[src/rtl/core/kvi_pkg.sv]
// Shared types and constants for the keyframe vector interpolator.
package kvi_pkg;

	localparam int MAX_KEYS_DEF = 64;
	localparam int CFG_W = 7;
	localparam int IDX_W = 6;
	localparam int TIME_W = 32;
	localparam int VAL_W = 32;
	localparam int COMPS = 3;
	localparam int FRAC_W = 16;
	localparam int FAC_W = TIME_W + FRAC_W;
	localparam int HALF_W = FAC_W / 2;
	localparam int PROD_W = VAL_W + FAC_W;
	localparam int LIM_BIT = 50;

	localparam logic OP_WRITE = 1'b0;
	localparam logic OP_QUERY = 1'b1;

	localparam logic [VAL_W-1:0] VAL_MAX = {1'b0, {(VAL_W-1){1'b1}}};
	localparam logic [VAL_W-1:0] VAL_MIN = {1'b1, {(VAL_W-1){1'b0}}};

	typedef logic [CFG_W-1:0] count_t;
	typedef logic [COMPS-1:0][VAL_W-1:0] vec_t;

	typedef struct packed {
		logic op;
		logic [IDX_W-1:0] key_index;
		logic [TIME_W-1:0] key_time;
		logic signed [VAL_W-1:0] value_x;
		logic signed [VAL_W-1:0] value_y;
		logic signed [VAL_W-1:0] value_z;
		logic [TIME_W-1:0] query_time;
	} req_t;

	typedef struct packed {
		logic signed [VAL_W-1:0] out_x;
		logic signed [VAL_W-1:0] out_y;
		logic signed [VAL_W-1:0] out_z;
		logic [IDX_W-1:0] segment;
		logic saturated;
	} rsp_t;

	typedef struct packed {
		logic start;
		logic [FAC_W-1:0] dividend;
		logic [TIME_W-1:0] divisor;
	} div_req_t;

	typedef struct packed {
		logic done;
		logic [FAC_W-1:0] quotient;
	} div_rsp_t;

endpackage

[src/rtl/core/kvi_div.sv]
// Restoring divider for the interpolation factor, one quotient bit per cycle.
module kvi_div (
	input logic clk,
	input logic arst_n,
	input kvi_pkg::div_req_t dreq,
	output kvi_pkg::div_rsp_t drsp
);
	import kvi_pkg::*;

	localparam int CNT_W = $clog2(FAC_W + 1);

	logic busy_q;
	logic done_q;
	logic [CNT_W-1:0] cnt_q;
	logic [FAC_W-1:0] quo_q;
	logic [TIME_W-1:0] rem_q;
	logic [TIME_W-1:0] dvs_q;

	logic [TIME_W:0] rem_sh;
	logic [TIME_W+1:0] diff;
	logic q_bit;

	assign rem_sh = {rem_q, quo_q[FAC_W-1]};
	assign diff = {1'b0, rem_sh} - {2'b00, dvs_q};
	assign q_bit = ~diff[TIME_W+1];

	always_ff @(posedge clk or negedge arst_n) begin
		if (!arst_n) begin
			busy_q <= 1'b0;
			done_q <= 1'b0;
			cnt_q <= '0;
		end else begin
			done_q <= 1'b0;
			if (dreq.start) begin
				busy_q <= 1'b1;
				cnt_q <= CNT_W'(FAC_W);
			end else if (busy_q) begin
				cnt_q <= cnt_q - CNT_W'(1);
				if (cnt_q == CNT_W'(1)) begin
					busy_q <= 1'b0;
					done_q <= 1'b1;
				end
			end
		end
	end

	always_ff @(posedge clk) begin
		if (dreq.start) begin
			quo_q <= dreq.dividend;
			rem_q <= '0;
			dvs_q <= dreq.divisor;
		end else if (busy_q) begin
			// keep the trial difference when it did not go negative
			rem_q <= q_bit ? diff[TIME_W-1:0] : rem_sh[TIME_W-1:0];
			quo_q <= {quo_q[FAC_W-2:0], q_bit};
		end
	end

	assign drsp.done = done_q;
	assign drsp.quotient = quo_q;

endmodule

[config.mk]
export PLATFORM = sky130hd
export DESIGN_NAME = kvi_div
export DESIGN_NICKNAME = d
export VERILOG_FILES = /design/src/rtl/core/kvi_pkg.sv /design/src/rtl/core/kvi_div.sv
export SDC_FILE = /design/constraint.sdc
export NUM_CORES = 1
export LEC_CHECK = 0
export BUFFER_PORTS_ARGS = -buffer_cell sky130_fd_sc_hd__clkbuf_2
export CAP_MARGIN = 30
export CORE_MARGIN = 1
export CORE_UTILIZATION = 55
export CTS_BUF_LIST = sky130_fd_sc_hd__clkbuf_16
export DETAILED_ROUTE_END_ITERATION = 12
export PLACE_DENSITY_LB_ADDON = 0.12
export SYNTH_ARGS = -nofsm -noshare
export SYNTH_HDL_FRONTEND = slang
export SYNTH_SLANG_ARGS = --single-unit
[constraint.sdc]
create_clock -name clk -period 4.4 [get_ports clk]
set_clock_uncertainty 0.05 [all_clocks]
set_input_delay 0.22 -clock clk [delete_from_list [all_inputs] [get_ports clk]]
set_output_delay 0.22 -clock clk [all_outputs]
set_load 0.02 [all_outputs]
After elaboration in Yosys (flattened, before gate mapping)

Index checks and enable logic that the tools add are counted.

Register bits: 120
Word-level logic and storage cells: 22
Memories kept: 0
Latch bits: 0
Output and inout port bits: 49
Bits in read-only memories: 0
Memory bits (writable): 0

Equality and inequality tests: 1
Divide/modulo/power cells: 0
Reductions and logical operators: 1
Bitwise gates (word level): 1
Muxes and demuxes: 11
Multiply operators: 0
$lt $le $gt $ge: 0
Add/subtract/negate cells: 2
Shifts and indexed selects: 0

Operators by type and width:

| kind                  | number |
|---|---|
| $mux W48              | 2 |
| $sub A33 B32 Y34      | 1 |
| $mux W32              | 1 |
| $mux W6               | 2 |
| $eq A6 B1 Y1 const B  | 1 |
| $mux W1               | 6 |
| $sub A6 B1 Y6 const B | 1 |
| $reduce_bool A2 Y1    | 1 |
| $not A1 Y1            | 1 |

Depth between registers and ports, before layout

Depth in word-level cells: 4
Mapped depth: 14
Depth with buffers taken out: 14

Least setup slack after synthesis

No wires, ideal clock.

Kind: register to register
Start: reg quo_q[47]
End: reg rem_q[30]
Clock period less this slack: 3364 ps
Data arrival time: 3227 ps
Stages on the path, launching flop included: 15
Setup slack: 1036 ps
Setup time: 87 ps
Path buffers: 0
Cell sequence: edfxtp_1 > inv_1 > ha_1 > inv_1 > fa_1 > a21o_1 > a221o_1 > a211oi_1 > o32a_1 > a21oi_1 > and2_1 > o31ai_1 > mux2_2 > and2_1 > o31ai_1

Longest elaborated chain between the ends: 2

RTL lines:

| element                | RTL line      | source |
|---|---|---|
| from (decl)            | kvi_div.sv:15 | `logic [FAC_W-1:0] quo_q;` |
| from (signal assigned) | kvi_div.sv:49 | `quo_q <= dreq.dividend;` |
| from (signal assigned) | kvi_div.sv:55 | `quo_q <= {quo_q[FAC_W-2:0], q_bit};` |
| $sub A33 B32 Y34       | kvi_div.sv:24 | `assign diff = {1'b0, rem_sh} - {2'b00, dvs_q};` |
| $mux W32               | kvi_div.sv:54 | `rem_q <= q_bit ? diff[TIME_W-1:0] : rem_sh[TIME_W-1:0];` |
| to (signal assigned)   | kvi_div.sv:54 |  |
| to (decl)              | kvi_div.sv:16 | `logic [TIME_W-1:0] rem_q;` |

No other way between the ends.
A chain may end at the register's enable or synchronous reset.

Worst setup path in the final report

Start: reg dvs_q[4]
End: reg rem_q[0]

Longest elaborated chain between the ends: 2

RTL lines:

| element                | RTL line      | source |
|---|---|---|
| from (decl)            | kvi_div.sv:17 | `logic [TIME_W-1:0] dvs_q;` |
| from (signal assigned) | kvi_div.sv:51 | `dvs_q <= dreq.divisor;` |
| $sub A33 B32 Y34       | kvi_div.sv:24 |  |
| $mux W32               | kvi_div.sv:54 |  |

No other way between the ends.

==> results.json <==
{
  "ys_types": 59,
  "routed_wirelength_um": 12900,
  "tns_ns": 0,
  "grt_pass1_wl_um": 20800,
  "fmax_mhz": 273,
  "dpl.hpwl_um": 8940,
  "worst_pin_slew_ns": 0.992,
  "fillers": 859,
  "dieArea_mm2": 0.0122,
  "diodes": 0,
  "nNetsFinal": 830,
  "die_w_um": 110,
  "gp_routability_congestion": 0.867,
  "max-cap-violations": 0,
  "area_growth_syn_to_layout_pct": 25.4,
  "synth_area_leaders": "edfxtp_1 37%, dfxtp_1 9.9%, mux2_2 8.6%, ha_1 6.6%, mux2i_1 4.2%",
  "drcViolationCount": 0,
  "worstSetupPathType": "reg -> reg",
  "drt_pre_antenna_iters": 7,
  "synth_common_cells": "80 x edfxtp_1, 49 x mux2_2, 46 x nor2_1",
  "root_buffer": "clkbuf_16",
  "clockBufferDepth": 2,
  "status": "completed",
  "start_kind": "flop",
  "netlist_instances": 550,
  "syn_area_per_cell_um2": 11.7,
  "synth_fp_nets": 668,
  "crit_required_ns": 4.67,
  "p_comb_share_pct": 38.7,
  "finalSetupViolations": 0,
  "core_area_mm2": 0.0114,
  "drtIter0Drc": 204,
  "grt_pass1_vias": 4660,
  "grt_overflow_total": 0,
  "grt_usage_pct": 22.5,
  "end_kind": "flop",
  "holdCritPathClass": "in -> reg",
  "portBuffers": 131,
  "insertion_delay_ns": 0.41,
  "synth.yosys.seq_area_share_pct": 50.3,
  "slew_viol_final": 0,
  "hold_violations": 0,
  "vias": 4677,
  "antenna_found_initial": 0,
  "p_per_area_mw_per_mm2": 586,
  "synth-seq-cells": 120,
  "wl_per_cell_um": 14.8,
  "relSlewSlack_pct": 33.6,
  "cts_resized": 0,
  "cts_tree": "done",
  "irDropWorstVdd_uv": 548,
  "seq_area_mm2": 0.00324,
  "synth_area_leader_cell": "edfxtp_1",
  "yosysMostFrequentCell": "edfxtp_1",
  "p_clk_share_pct": 27.6,
  "ys_dominant_reg_cell": "edfxtp_1",
  "drtAntennaViolNets": 0,
  "synth_top_cell_area_share_pct": 37.3,
  "rows": 39,
  "start_util_pct": 56.4,
  "critical_path_arrival_ns": 3.93,
  "period_share_pct": 83.2,
  "post-cts-setup-buffers": 0,
  "whs_ns": 0.0602,
  "cts_made_buffers": 17,
  "grt_start_max_net_pins": 70,
  "min_period_ns": 3.66,
  "synth_edf_count": 80,
  "vias_per_cell": 5.39,
  "syn_area_mm2": 0.00644,
  "seq_power_share_pct": 33.7,
  "ctsHoldBuffers": 33,
  "p_sw_share_pct": 33.9,
  "htreeDepth": 4,
  "cts.sink_count": 120,
  "multi_input_area_mm2": 0.00291,
  "drive_gt1_share_pct": 30.6,
  "rsz0062_at_grt": "no",
  "clk_pin_slew_ns": 0.06,
  "synth-warning-count": 0,
  "die_h_um": 110,
  "cp_max_fo": 23,
  "async_flop_share_pct": 6.67,
  "power_switching_w": 0.00161,
  "p_int_w": 0.00313,
  "p_leak_nw": 3.58,
  "design_power_total_w": 0.00473,
  "ios": 132
}
routing by layer:
metal	global-route usage [%]	up-vias	part of all wire, %
li1	-	2349	-
met1	26.0	2200	44
met2	37.2	112	49
met3	8.99	16	5.9
met4	8.55	0	1.7
met5	0	-	0
state kept, by name (all words and copies together) (netlist names):
register	cells
cnt_q	6
busy_q	1
rem_q	32
dvs_q	32
quo_q	48
done_q	1
per-stage QoR:
stage	setup slack (ns)	instances	area (um^2)	util, %
3_3_place_gp	0.856	803	7180	62.9
3_5_place_dp	0.745	803	7180	62.9
4_1_cts	0.721	868	8080	70.8
2_1_floorplan	1.04	550	6440	-
6_report	0.741	868	8080	70.8
5_1_grt	0.437	868	8080	70.8
kinds of logic after synthesis:
kind of cell	synth area share [%]
xor+xnor	4.21
fa+ha+maj	6.91
buf+inv	4.52
mux	12.9
simple gates	8.04
flops	50.3
compound gates	13.1
cell type report:
cell class	instances	area share, %
repair buffers	168	12.8
clock inverters	15	1.72
multi-input cells	365	36.0
flip-flops and latches	120	40.2
clock buffers	17	5.27
inverters	40	1.86
well taps	143	2.21
critical path, stage by stage (launching register included):
cell       delay, ns
edfxtp_1        0.33
inv_1           0.04
ha_1            0.34
o211ai_1        0.12
a21oi_2         0.15
o21a_2          0.19
a311oi_4        0.14
a2111oi_4       0.40
nor2_2          0.11
o21a_4          0.26
o21ai_4         0.78
mux2_1          0.40
a211oi_1        0.24
final timing paths:
| check | slack [ns] | cells after the start | start | to |
|---|---|---|---|---|
| max | 0.74 | 12 | dvs_q[4] | rem_q[0] |
| min | 0.06 | 2 | dreq[34] | quo_q[2] |
| max reg2reg | 0.74 | 12 | dvs_q[4] | rem_q[0] |
| min reg2reg | 0.42 | 2 | rem_q[2] | rem_q[2] |
| max in group asynchronous | 3.95 | 2 | arst_n | busy_q |
| min in group asynchronous | 0.15 | 2 | arst_n | cnt_q[5] |
power by group through the flow:
stage | registers (W) | logic (W) | clock network [W]
floorplan | 0.00165 | 0.00144 | 0
global placement | 0.00161 | 0.00176 | 0
detailed placement | 0.00161 | 0.00180 | 0
CTS | 0.00160 | 0.00183 | 0.00133
global route | 0.00163 | 0.00202 | 0.00137
finish | 0.00159 | 0.00183 | 0.00131
cells in the final DEF, fill, tap and decap left out, drive strengths merged, types with 2 or more instances in the layout:
master	instances
clkbuf	147
edfxtp	80
mux2	50
nor2	47
inv	42
ha	34
a211oi	33
dlygate4sd3	33
dfxtp	32
a21oi	28
mux2i	27
nand2	17
xnor2	17
a21o	15
xor2	14
dfrtp	8
nand3	7
o21ai	7
nand2b	6
clkinv	6
and2	5
and3	5
o21bai	5
clkinvlp	5
buf	5
o211ai	4
nor2b	4
nor3	4
nand4	3
o31ai	3
a31oi	3
or2	3
a21boi	3
and4b	2
or3	2
bufinv	2
o21a	2
a311oi	2
Power figures use the tool's default switching activity.
